**config.mk**
```make
export PLATFORM = sky130hd
export DESIGN_NAME = text_terminal_cursor_and_escape
export DESIGN_NICKNAME = d
export VERILOG_FILES = /design/src/tt_pkg.sv /design/src/tt_front.sv /design/src/tt_queue.sv /design/src/tt_back.sv /design/src/text_terminal_cursor_and_escape.sv
export SDC_FILE = /design/constraint.sdc
export NUM_CORES = 1
export LEC_CHECK = 0
export ABC_AREA = 1
export BUFFER_PORTS_ARGS = -buffer_cell sky130_fd_sc_hd__buf_2
export CAP_MARGIN = 10
export CORE_MARGIN = 2
export CORE_UTILIZATION = 45
export DETAILED_ROUTE_END_ITERATION = 10
export PLACE_DENSITY = 0.67
export SETUP_SLACK_MARGIN = 0.2
export SLEW_MARGIN = 15
export SYNTH_ARGS = -nofsm -noshare
export SYNTH_HDL_FRONTEND = slang
export SYNTH_SLANG_ARGS = --single-unit
```
**constraint.sdc**
```tcl
create_clock -name clk -period 7.1 [get_ports clk]
set_input_delay 0.355 -clock clk [delete_from_list [all_inputs] [get_ports clk]]
set_output_delay 0.355 -clock clk [all_outputs]
set_load 0.05 [all_outputs]
```
**src/tt_pkg.sv**
```systemverilog
// Shared types, character codes and defaults for the text terminal cursor and escape engine.
package tt_pkg;

    // Register indexes of the configuration port
    localparam logic [1:0] REG_COLUMNS     = 2'd0;
    localparam logic [1:0] REG_ROWS        = 2'd1;
    localparam logic [1:0] REG_GLYPH_COUNT = 2'd2;

    localparam logic [7:0] COLUMNS_RESET     = 8'd80;
    localparam logic [7:0] ROWS_RESET        = 8'd25;
    localparam logic [8:0] GLYPH_COUNT_RESET = 9'd256;

    localparam int TAB_WIDTH_DEFAULT   = 8;
    localparam int QUEUE_DEPTH_DEFAULT = 2;

    // Character codes
    localparam logic [7:0] CH_ESC      = 8'h1b;
    localparam logic [7:0] CH_TAB      = 8'h09;
    localparam logic [7:0] CH_NEWLINE  = 8'h0a;
    localparam logic [7:0] CH_SGR_END  = 8'h6d;
    localparam logic [7:0] CH_SEMI     = 8'h3b;
    localparam logic [7:0] CH_LBRACKET = 8'h5b;
    localparam logic [7:0] CH_ZERO     = 8'h30;

    // Color selection codes
    localparam logic [31:0] SGR_RESET     = 32'd0;
    localparam logic [31:0] SGR_FG_FIRST  = 32'd30;
    localparam logic [31:0] SGR_FG_LAST   = 32'd37;
    localparam logic [2:0]  COLOR_DEFAULT = 3'd7;

    // Result action codes
    localparam logic ACT_DRAW   = 1'b0;
    localparam logic ACT_SCROLL = 1'b1;

    typedef enum logic [1:0] {
        OP_DRAW,
        OP_TAB,
        OP_NEWLINE
    } tt_op_t;

    typedef struct packed {
        tt_op_t     op;
        logic [7:0] glyph;
        logic [2:0] color;
    } tt_cmd_t;

    typedef struct packed {
        logic    valid;
        tt_cmd_t cmd;
    } tt_push_t;

    typedef enum logic {
        BK_RUN,
        BK_SCROLL
    } tt_back_state_t;

endpackage

```
**src/tt_front.sv**
```systemverilog
// Front end: accepts character bytes, runs the escape parser and queues cursor commands.
module tt_front (
    input  logic             clk,
    input  logic             rst_n,
    input  logic [7:0]       char_in,
    input  logic             in_valid,
    output logic             in_ready,
    input  logic [8:0]       glyph_count,
    input  logic             q_ready,
    output tt_pkg::tt_push_t push
);

    logic        in_escape_reg;
    logic        in_escape_next;
    logic [31:0] esc_num_reg;
    logic [31:0] esc_num_next;
    logic [2:0]  color_reg;
    logic [2:0]  color_next;
    logic [2:0]  applied_color;
    logic        accept;

    assign in_ready = q_ready;
    assign accept   = in_valid && q_ready;

    always_comb
    begin
        applied_color = color_reg;
        if (esc_num_reg == tt_pkg::SGR_RESET)
        begin
            applied_color = tt_pkg::COLOR_DEFAULT;
        end
        else if (esc_num_reg >= tt_pkg::SGR_FG_FIRST && esc_num_reg <= tt_pkg::SGR_FG_LAST)
        begin
            applied_color = 3'(esc_num_reg - tt_pkg::SGR_FG_FIRST);
        end
    end

    always_comb
    begin
        in_escape_next  = in_escape_reg;
        esc_num_next    = esc_num_reg;
        color_next      = color_reg;
        push.valid      = 1'b0;
        push.cmd.op     = tt_pkg::OP_DRAW;
        push.cmd.glyph  = char_in;
        push.cmd.color  = color_reg;
        if (accept)
        begin
            if (in_escape_reg)
            begin
                case (char_in)
                    tt_pkg::CH_SGR_END:
                    begin
                        in_escape_next = 1'b0;
                        color_next     = applied_color;
                        esc_num_next   = '0;
                    end
                    tt_pkg::CH_SEMI:
                    begin
                        color_next   = applied_color;
                        esc_num_next = '0;
                    end
                    tt_pkg::CH_LBRACKET:
                    begin
                        esc_num_next = '0;
                    end
                    default:
                    begin
                        // Decimal fold with plain 32-bit wrap: n * 10 + (byte - '0').
                        esc_num_next = (esc_num_reg << 3) + (esc_num_reg << 1)
                                       + {24'b0, char_in} - {24'b0, tt_pkg::CH_ZERO};
                    end
                endcase
            end
            else
            begin
                case (char_in)
                    tt_pkg::CH_ESC:
                    begin
                        in_escape_next = 1'b1;
                    end
                    tt_pkg::CH_TAB:
                    begin
                        push.valid  = 1'b1;
                        push.cmd.op = tt_pkg::OP_TAB;
                    end
                    tt_pkg::CH_NEWLINE:
                    begin
                        push.valid  = 1'b1;
                        push.cmd.op = tt_pkg::OP_NEWLINE;
                    end
                    default:
                    begin
                        push.valid = ({1'b0, char_in} < glyph_count);
                    end
                endcase
            end
        end
    end

    always_ff @(posedge clk or negedge rst_n)
    begin
        if (!rst_n)
        begin
            in_escape_reg <= 1'b0;
            esc_num_reg   <= '0;
            color_reg     <= tt_pkg::COLOR_DEFAULT;
        end
        else
        begin
            in_escape_reg <= in_escape_next;
            esc_num_reg   <= esc_num_next;
            color_reg     <= color_next;
        end
    end

endmodule

```
**src/tt_queue.sv**
```systemverilog
// Short command queue between the front end and the cursor back end.
module tt_queue #(
    parameter int DEPTH = tt_pkg::QUEUE_DEPTH_DEFAULT
) (
    input  logic             clk,
    input  logic             rst_n,
    input  tt_pkg::tt_push_t push,
    output logic             q_ready,
    output tt_pkg::tt_push_t head,
    input  logic             pop
);

    localparam int AW = (DEPTH > 1) ? $clog2(DEPTH) : 1;
    localparam int CW = $clog2(DEPTH + 1);

    tt_pkg::tt_cmd_t mem_reg [DEPTH];
    logic [AW-1:0]   wr_ptr_reg;
    logic [AW-1:0]   wr_ptr_next;
    logic [AW-1:0]   rd_ptr_reg;
    logic [AW-1:0]   rd_ptr_next;
    logic [CW-1:0]   count_reg;
    logic [CW-1:0]   count_next;
    logic            do_push;
    logic            do_pop;

    assign q_ready   = (count_reg != CW'(DEPTH));
    assign head.valid = (count_reg != '0);
    assign head.cmd   = mem_reg[rd_ptr_reg];
    assign do_push   = push.valid && q_ready;
    assign do_pop    = pop && head.valid;

    always_comb
    begin
        wr_ptr_next = wr_ptr_reg;
        rd_ptr_next = rd_ptr_reg;
        count_next  = count_reg;
        if (do_push)
        begin
            wr_ptr_next = (wr_ptr_reg == AW'(DEPTH - 1)) ? '0 : wr_ptr_reg + 1'b1;
        end
        if (do_pop)
        begin
            rd_ptr_next = (rd_ptr_reg == AW'(DEPTH - 1)) ? '0 : rd_ptr_reg + 1'b1;
        end
        if (do_push && !do_pop)
        begin
            count_next = count_reg + 1'b1;
        end
        else if (do_pop && !do_push)
        begin
            count_next = count_reg - 1'b1;
        end
    end

    always_ff @(posedge clk)
    begin
        if (do_push)
        begin
            mem_reg[wr_ptr_reg] <= push.cmd;
        end
    end

    always_ff @(posedge clk or negedge rst_n)
    begin
        if (!rst_n)
        begin
            wr_ptr_reg <= '0;
            rd_ptr_reg <= '0;
            count_reg  <= '0;
        end
        else
        begin
            wr_ptr_reg <= wr_ptr_next;
            rd_ptr_reg <= rd_ptr_next;
            count_reg  <= count_next;
        end
    end

endmodule

```
**src/tt_back.sv**
```systemverilog
// Back end: moves the cursor for each queued command and drives the result register.
module tt_back #(
    parameter int TAB_WIDTH = tt_pkg::TAB_WIDTH_DEFAULT
) (
    input  logic             clk,
    input  logic             rst_n,
    input  logic [7:0]       columns,
    input  logic [7:0]       rows,
    input  tt_pkg::tt_push_t head,
    output logic             pop,
    output logic             action,
    output logic [7:0]       glyph_code,
    output logic [7:0]       cell_column,
    output logic [7:0]       cell_row,
    output logic [2:0]       color_index,
    output logic             last,
    output logic             out_valid,
    input  logic             out_ready
);

    localparam int PW = (TAB_WIDTH > 1) ? $clog2(TAB_WIDTH) : 1;

    tt_pkg::tt_back_state_t state_reg;
    tt_pkg::tt_back_state_t state_next;
    logic [7:0]    col_reg;
    logic [7:0]    col_next;
    logic [7:0]    row_reg;
    logic [7:0]    row_next;
    // Column modulo the tab width, tracked alongside the column.
    logic [PW-1:0] phase_reg;
    logic [PW-1:0] phase_next;
    logic          out_valid_reg;
    logic          out_valid_next;
    logic          action_reg;
    logic          action_next;
    logic [7:0]    glyph_reg;
    logic [7:0]    glyph_next;
    logic [7:0]    ccol_reg;
    logic [7:0]    ccol_next;
    logic [7:0]    crow_reg;
    logic [7:0]    crow_next;
    logic [2:0]    color_reg;
    logic [2:0]    color_next;
    logic          last_reg;
    logic          last_next;

    logic          load_ok;
    logic          wrap;
    logic          scroll;
    logic [8:0]    col_plus;
    logic [8:0]    tab_stop;
    logic [8:0]    row_plus;

    assign load_ok  = !out_valid_reg || out_ready;
    assign col_plus = {1'b0, col_reg} + 9'd1;
    assign tab_stop = {1'b0, col_reg} + (9'(TAB_WIDTH) - 9'(phase_reg));
    assign row_plus = {1'b0, row_reg} + 9'd1;

    always_comb
    begin
        state_next     = state_reg;
        col_next       = col_reg;
        row_next       = row_reg;
        phase_next     = phase_reg;
        pop            = 1'b0;
        wrap           = 1'b0;
        scroll         = 1'b0;
        out_valid_next = out_valid_reg && !out_ready;
        action_next    = action_reg;
        glyph_next     = glyph_reg;
        ccol_next      = ccol_reg;
        crow_next      = crow_reg;
        color_next     = color_reg;
        last_next      = last_reg;
        case (state_reg)
            tt_pkg::BK_SCROLL:
            begin
                if (load_ok)
                begin
                    out_valid_next = 1'b1;
                    action_next    = tt_pkg::ACT_SCROLL;
                    glyph_next     = '0;
                    ccol_next      = '0;
                    crow_next      = '0;
                    color_next     = '0;
                    last_next      = 1'b1;
                    state_next     = tt_pkg::BK_RUN;
                end
            end
            tt_pkg::BK_RUN:
            begin
                if (load_ok && head.valid)
                begin
                    pop = 1'b1;
                    case (head.cmd.op)
                        tt_pkg::OP_DRAW:
                        begin
                            wrap = (col_plus >= {1'b0, columns});
                            if (!wrap)
                            begin
                                col_next   = col_plus[7:0];
                                phase_next = (phase_reg == PW'(TAB_WIDTH - 1)) ?
                                             '0 : phase_reg + 1'b1;
                            end
                        end
                        tt_pkg::OP_TAB:
                        begin
                            wrap = (tab_stop >= {1'b0, columns});
                            if (!wrap)
                            begin
                                col_next   = tab_stop[7:0];
                                phase_next = '0;
                            end
                        end
                        default:
                        begin
                            wrap = 1'b1;
                        end
                    endcase
                    if (wrap)
                    begin
                        col_next   = '0;
                        phase_next = '0;
                        scroll     = (row_plus >= {1'b0, rows});
                        if (scroll)
                        begin
                            row_next = (rows == '0) ? '0 : rows - 8'd1;
                        end
                        else
                        begin
                            row_next = row_plus[7:0];
                        end
                    end
                    if (head.cmd.op == tt_pkg::OP_DRAW)
                    begin
                        out_valid_next = 1'b1;
                        action_next    = tt_pkg::ACT_DRAW;
                        glyph_next     = head.cmd.glyph;
                        ccol_next      = col_reg;
                        crow_next      = row_reg;
                        color_next     = head.cmd.color;
                        last_next      = !scroll;
                        if (scroll)
                        begin
                            state_next = tt_pkg::BK_SCROLL;
                        end
                    end
                    else if (scroll)
                    begin
                        out_valid_next = 1'b1;
                        action_next    = tt_pkg::ACT_SCROLL;
                        glyph_next     = '0;
                        ccol_next      = '0;
                        crow_next      = '0;
                        color_next     = '0;
                        last_next      = 1'b1;
                    end
                end
            end
            default:
            begin
                state_next = tt_pkg::BK_RUN;
            end
        endcase
    end

    always_ff @(posedge clk or negedge rst_n)
    begin
        if (!rst_n)
        begin
            state_reg     <= tt_pkg::BK_RUN;
            col_reg       <= '0;
            row_reg       <= '0;
            phase_reg     <= '0;
            out_valid_reg <= 1'b0;
        end
        else
        begin
            state_reg     <= state_next;
            col_reg       <= col_next;
            row_reg       <= row_next;
            phase_reg     <= phase_next;
            out_valid_reg <= out_valid_next;
        end
    end

    always_ff @(posedge clk)
    begin
        action_reg <= action_next;
        glyph_reg  <= glyph_next;
        ccol_reg   <= ccol_next;
        crow_reg   <= crow_next;
        color_reg  <= color_next;
        last_reg   <= last_next;
    end

    assign out_valid   = out_valid_reg;
    assign action      = action_reg;
    assign glyph_code  = glyph_reg;
    assign cell_column = ccol_reg;
    assign cell_row    = crow_reg;
    assign color_index = color_reg;
    assign last        = last_reg;

    // A pending scroll always sits behind a draw that is still on the output.
    assert property (@(posedge clk) disable iff (!rst_n)
        state_reg == tt_pkg::BK_SCROLL |-> out_valid_reg)
        else $error("pending scroll without a draw on the output");

    // A draw that is not the final result must be followed by the pending scroll.
    assert property (@(posedge clk) disable iff (!rst_n)
        out_valid_reg && action_reg == tt_pkg::ACT_DRAW && !last_reg
        |-> state_reg == tt_pkg::BK_SCROLL)
        else $error("draw marked not last with no scroll pending");

    // A scroll is always the final result of its request and carries a blank cell.
    assert property (@(posedge clk) disable iff (!rst_n)
        out_valid_reg && action_reg == tt_pkg::ACT_SCROLL
        |-> last_reg && glyph_reg == '0 && ccol_reg == '0 && crow_reg == '0
            && color_reg == '0)
        else $error("malformed scroll result");

    // The queue is never drained while a scroll is still owed.
    assert property (@(posedge clk) disable iff (!rst_n)
        pop |-> state_reg == tt_pkg::BK_RUN && load_ok)
        else $error("command taken while output busy or scroll pending");

endmodule

```
**src/text_terminal_cursor_and_escape.sv**
```systemverilog
// Top level of the text terminal cursor and escape engine: configuration registers and wiring.
//
//  Channel  Signals                                         Direction
//  input    in_valid, in_ready, char_in                     request in
//  output   out_valid, out_ready, action, glyph_code,       request out
//           cell_column, cell_row, color_index, last
//  config   cfg_valid, cfg_ready, cfg_index, cfg_data       write in
//
//  The front end takes one request per cycle while the command queue has room; escape
//  bytes finish in the front end in that cycle. The back end issues at most one result per
//  cycle through its single output register: a draw gives a draw result, a tab or newline
//  a scroll result only when it scrolls, and a scrolling draw a draw and then a scroll. Reset
//  returns the cursor to the top left, clears the escape parser and selects white. A stalled
//  output holds the back end; the queue keeps the front end accepting until it fills.
module text_terminal_cursor_and_escape #(
    parameter int TAB_WIDTH   = tt_pkg::TAB_WIDTH_DEFAULT,
    parameter int QUEUE_DEPTH = tt_pkg::QUEUE_DEPTH_DEFAULT
) (
    input  logic       clk,
    input  logic       rst_n,
    input  logic [7:0] char_in,
    input  logic       in_valid,
    output logic       in_ready,
    output logic       action,
    output logic [7:0] glyph_code,
    output logic [7:0] cell_column,
    output logic [7:0] cell_row,
    output logic [2:0] color_index,
    output logic       last,
    output logic       out_valid,
    input  logic       out_ready,
    input  logic       cfg_valid,
    output logic       cfg_ready,
    input  logic [1:0] cfg_index,
    input  logic [8:0] cfg_data
);

    logic [7:0] columns_reg;
    logic [7:0] columns_next;
    logic [7:0] rows_reg;
    logic [7:0] rows_next;
    logic [8:0] glyph_count_reg;
    logic [8:0] glyph_count_next;

    tt_pkg::tt_push_t push;
    tt_pkg::tt_push_t head;
    logic             q_ready;
    logic             pop;

    assign cfg_ready = 1'b1;

    always_comb
    begin
        columns_next     = columns_reg;
        rows_next        = rows_reg;
        glyph_count_next = glyph_count_reg;
        if (cfg_valid)
        begin
            case (cfg_index)
                tt_pkg::REG_COLUMNS:     columns_next     = cfg_data[7:0];
                tt_pkg::REG_ROWS:        rows_next        = cfg_data[7:0];
                tt_pkg::REG_GLYPH_COUNT: glyph_count_next = cfg_data;
                default:                 ;
            endcase
        end
    end

    always_ff @(posedge clk or negedge rst_n)
    begin
        if (!rst_n)
        begin
            columns_reg     <= tt_pkg::COLUMNS_RESET;
            rows_reg        <= tt_pkg::ROWS_RESET;
            glyph_count_reg <= tt_pkg::GLYPH_COUNT_RESET;
        end
        else
        begin
            columns_reg     <= columns_next;
            rows_reg        <= rows_next;
            glyph_count_reg <= glyph_count_next;
        end
    end

    tt_front u_front (
        .clk         (clk),
        .rst_n       (rst_n),
        .char_in     (char_in),
        .in_valid    (in_valid),
        .in_ready    (in_ready),
        .glyph_count (glyph_count_reg),
        .q_ready     (q_ready),
        .push        (push)
    );

    tt_queue #(
        .DEPTH (QUEUE_DEPTH)
    ) u_queue (
        .clk     (clk),
        .rst_n   (rst_n),
        .push    (push),
        .q_ready (q_ready),
        .head    (head),
        .pop     (pop)
    );

    tt_back #(
        .TAB_WIDTH (TAB_WIDTH)
    ) u_back (
        .clk         (clk),
        .rst_n       (rst_n),
        .columns     (columns_reg),
        .rows        (rows_reg),
        .head        (head),
        .pop         (pop),
        .action      (action),
        .glyph_code  (glyph_code),
        .cell_column (cell_column),
        .cell_row    (cell_row),
        .color_index (color_index),
        .last        (last),
        .out_valid   (out_valid),
        .out_ready   (out_ready)
    );

endmodule
```
==> metrics.yaml <==
grt:
  grt_pass1_wl_um: 39300
  grt_pass1_vias: 7948
  grt_usage_pct: 20.5
  grt_max_degree: 61
  overflow: 0
  antenna_found_initial: 0
final_layout:
  nets: 1436
  drive_above_1_share_pct: 9.89
  antennaDiodeCount: 0
  area_delta_synth_final_pct: 11.1
  fill_cells: 2049
  largest_register_ffs: 32
  fin_util_pct: 50.8
worst_setup_path:
  start_kind: "flop"
  arrival_ns: 4.25
  critPathSlowestCell: "nand2_2"
  crit_buf_inv: 3
  crit_required_ns: 7.15
  path_cells: "inv_1 -> ha_1 -> xnor2_1 -> ha_1 -> a21oi_1 -> nand2_1 -> a21oi_1 -> nor2_1 -> nand2_1 -> nor2_1 -> xor2_1 -> inv_1 -> ha_1 -> inv_1 -> o211ai_1 -> nor2_1 -> nand3_1 -> nand2_1 -> nand2_4 -> nand2_4 -> nand2_2 -> nand2_2 -> nand2_2"
  path_max_fanout: 29
  worstSetupPathType: "reg2reg"
  cpPeakStageDelay_ns: 0.50
  critical_path.top_delay_family: "simple AND/OR/NAND/NOR gates"
  cp-end-kind: "flop"
synthesis:
  synth_top_area_share_pct: 19.4
  synthFlopType: "dfrtp_1"
  syn_nets: 1378
  synth-compound-area-share_pct: 11.5
  synth-simple-area-share_pct: 21.0
  synthMuxAreaShare_pct: 0.101
  yosysTopAreaCell: "dfrtp_1"
  ys_ff_latch: 141
  synth_most_common_cell: "nand2_1"
  synthAdderAreaFrac_pct: 17.0
  yosys-top-cells-count: "nand2_1 (243), inv_1 (213), ha_1 (124)"
  seq_area_frac_synth_pct: 38.4
  synth_top_family_by_area: "simple AND/OR/NAND/NOR gates"
  synth_edf_count: 55
  syn_area_mm2: 0.00995
  yosys_warnings: 0
  netlist_instances: 1223
  synthDistinctLibCells: 49
  synth_xor_xnor_area_share_pct: 2.82
  syn_avg_cell_area_um2: 8.13
  async_reset_ff_share_pct: 61.0
  ys_top_cells_by_area: "dfrtp_1 (19%), edfxtp_1 (17%), ha_1 (16%)"
sta:
  drv_slew: 0
  slew_headroom_pct: 24.0
  rsz0062_at_grt: "no"
  tns_ns: 0
  finalHoldViolations: 0
  holdWs_ns: 0.203
  clock_skew_ns: 0.0139
  clock.fmax_mhz: 238
  fin_ws_ns: 2.90
  period_share_pct: 59.2
  worst_pin_slew_ns: 1.14
  finalSetupViolCount: 0
  fin_crit_ns: 4.20
floorplan:
  ios: 56
  rows: 54
  die_h_um: 153
  die_w_um: 153
  fp.dieArea_mm2: 0.0233
  core_area_mm2: 0.0218
  initial_core_util_pct: 45.7
place:
  place_hpwl_um: 17700
  pre_cts_ws_ns: 2.58
  gp_congestion: 0.893
  io_buffers: 54
clock_network:
  cts_root_buffer: "clkbuf_16"
  clk_pin_slew_ns: 0.07
  cts_buffers: 17
  postCtsSetupRepairBufs: 0
  clock_latency_ns: 0.42
  cts_tree: "done"
  clk_path_buf_depth: 2
  cts_hold_buf: 1
  post_cts_resized: 0
  cts_sinks: 141
  h-tree-depth: 4
drt:
  routedWlPerCell_um: 14.7
  via_count: 8166
  vias_per_cell: 5.19
  drt_first_pass_iters: 5
  drt_iter0_markers: 396
  drc: 0
  ant_nets: 0
  drt-total-wl_um: 23100
hold_path:
  hold_class: "in2reg"
job:
  maxCapViolCount: 0
status:
  status: "complete, no violations"
per-stage QoR:
step,std cells,instance area [µm²]
2_1_floorplan,1223,9950
3_3_place_gp,1541,10500
3_5_place_dp,1541,10500
4_1_cts,1574,11100
5_1_grt,1574,11100
6_report,1574,11100
layout by cell type (no fill, tap or decap), types with 15 or more instances in the layout:
master	instances
a21oi_1	70
nand2_1	242
nor2_1	106
xor2_1	23
ha_1	124
clkbuf_16	17
o21ai_0	74
nand4_1	31
nand3_1	53
o22ai_1	23
inv_1	213
nor3_1	15
dfrtp_1	77
buf_2	53
edfxtp_1	55
worst paths after layout:
| kind | depth (start not counted) | from | end | slack (ns) |
|---|---|---|---|---|
| max in group asynchronous | 3 | rst_n | rows_reg[5] | 5.54 |
| hold reg to reg | 2 | columns_reg[1] | columns_reg[1] | 0.48 |
| min in group asynchronous | 2 | rst_n | u_queue.count_reg[0] | 0.41 |
| setup / recovery | 23 | u_back.phase_reg[0] | u_back.cell_row[6] | 2.90 |
| setup reg to reg | 23 | u_back.phase_reg[0] | u_back.cell_row[6] | 2.90 |
| hold / removal | 1 | char_in[7] | u_queue.mem_reg[1][10] | 0.20 |
worst register-to-register path, cell delays in order (launching register included):
cell	delay (ns)
dfrtp_1	0.41
inv_1	0.11
ha_1	0.21
xnor2_1	0.13
ha_1	0.33
a21oi_1	0.15
nand2_1	0.10
a21oi_1	0.25
nor2_1	0.08
nand2_1	0.08
nor2_1	0.05
xor2_1	0.19
inv_1	0.07
ha_1	0.31
inv_1	0.06
o211ai_1	0.17
nor2_1	0.07
nand3_1	0.06
nand2_1	0.08
nand2_4	0.22
nand2_4	0.08
nand2_2	0.06
nand2_2	0.06
nand2_2	0.50
metal layers:
| metal | global-route usage, % | wire length (µm) | up-vias |
|---|---|---|---|
| met5 | 0 | 0 | - |
| met3 | 3.07 | 743 | 19 |
| met4 | 4.50 | 245 | 0 |
| met1 | 29.5 | 11600 | 3836 |
| met2 | 32.8 | 10600 | 144 |
| li1 | - | - | 4167 |
layout make-up:
cell class              count  area, µm²  area share [%]
inverters                 218        818            7.40
flip-flops and latches    141       3810            34.5
well taps                 280        350            3.17
repair buffers             57        298            2.69
clock inverters            15        133            1.20
clock buffers              17        425            3.85
multi-input cells         846       5210            47.2
cell families after synthesis:
group / Yosys count
compound gates: 203
xor+xnor: 32
fa+ha+maj: 131
buf+inv: 236
flops: 141
mux: 1
other cells: 1
simple gates: 478
Power is left out: the tool's default activity adds up to more than one toggle a clock period on the data nets, which glitch-free logic cannot reach.
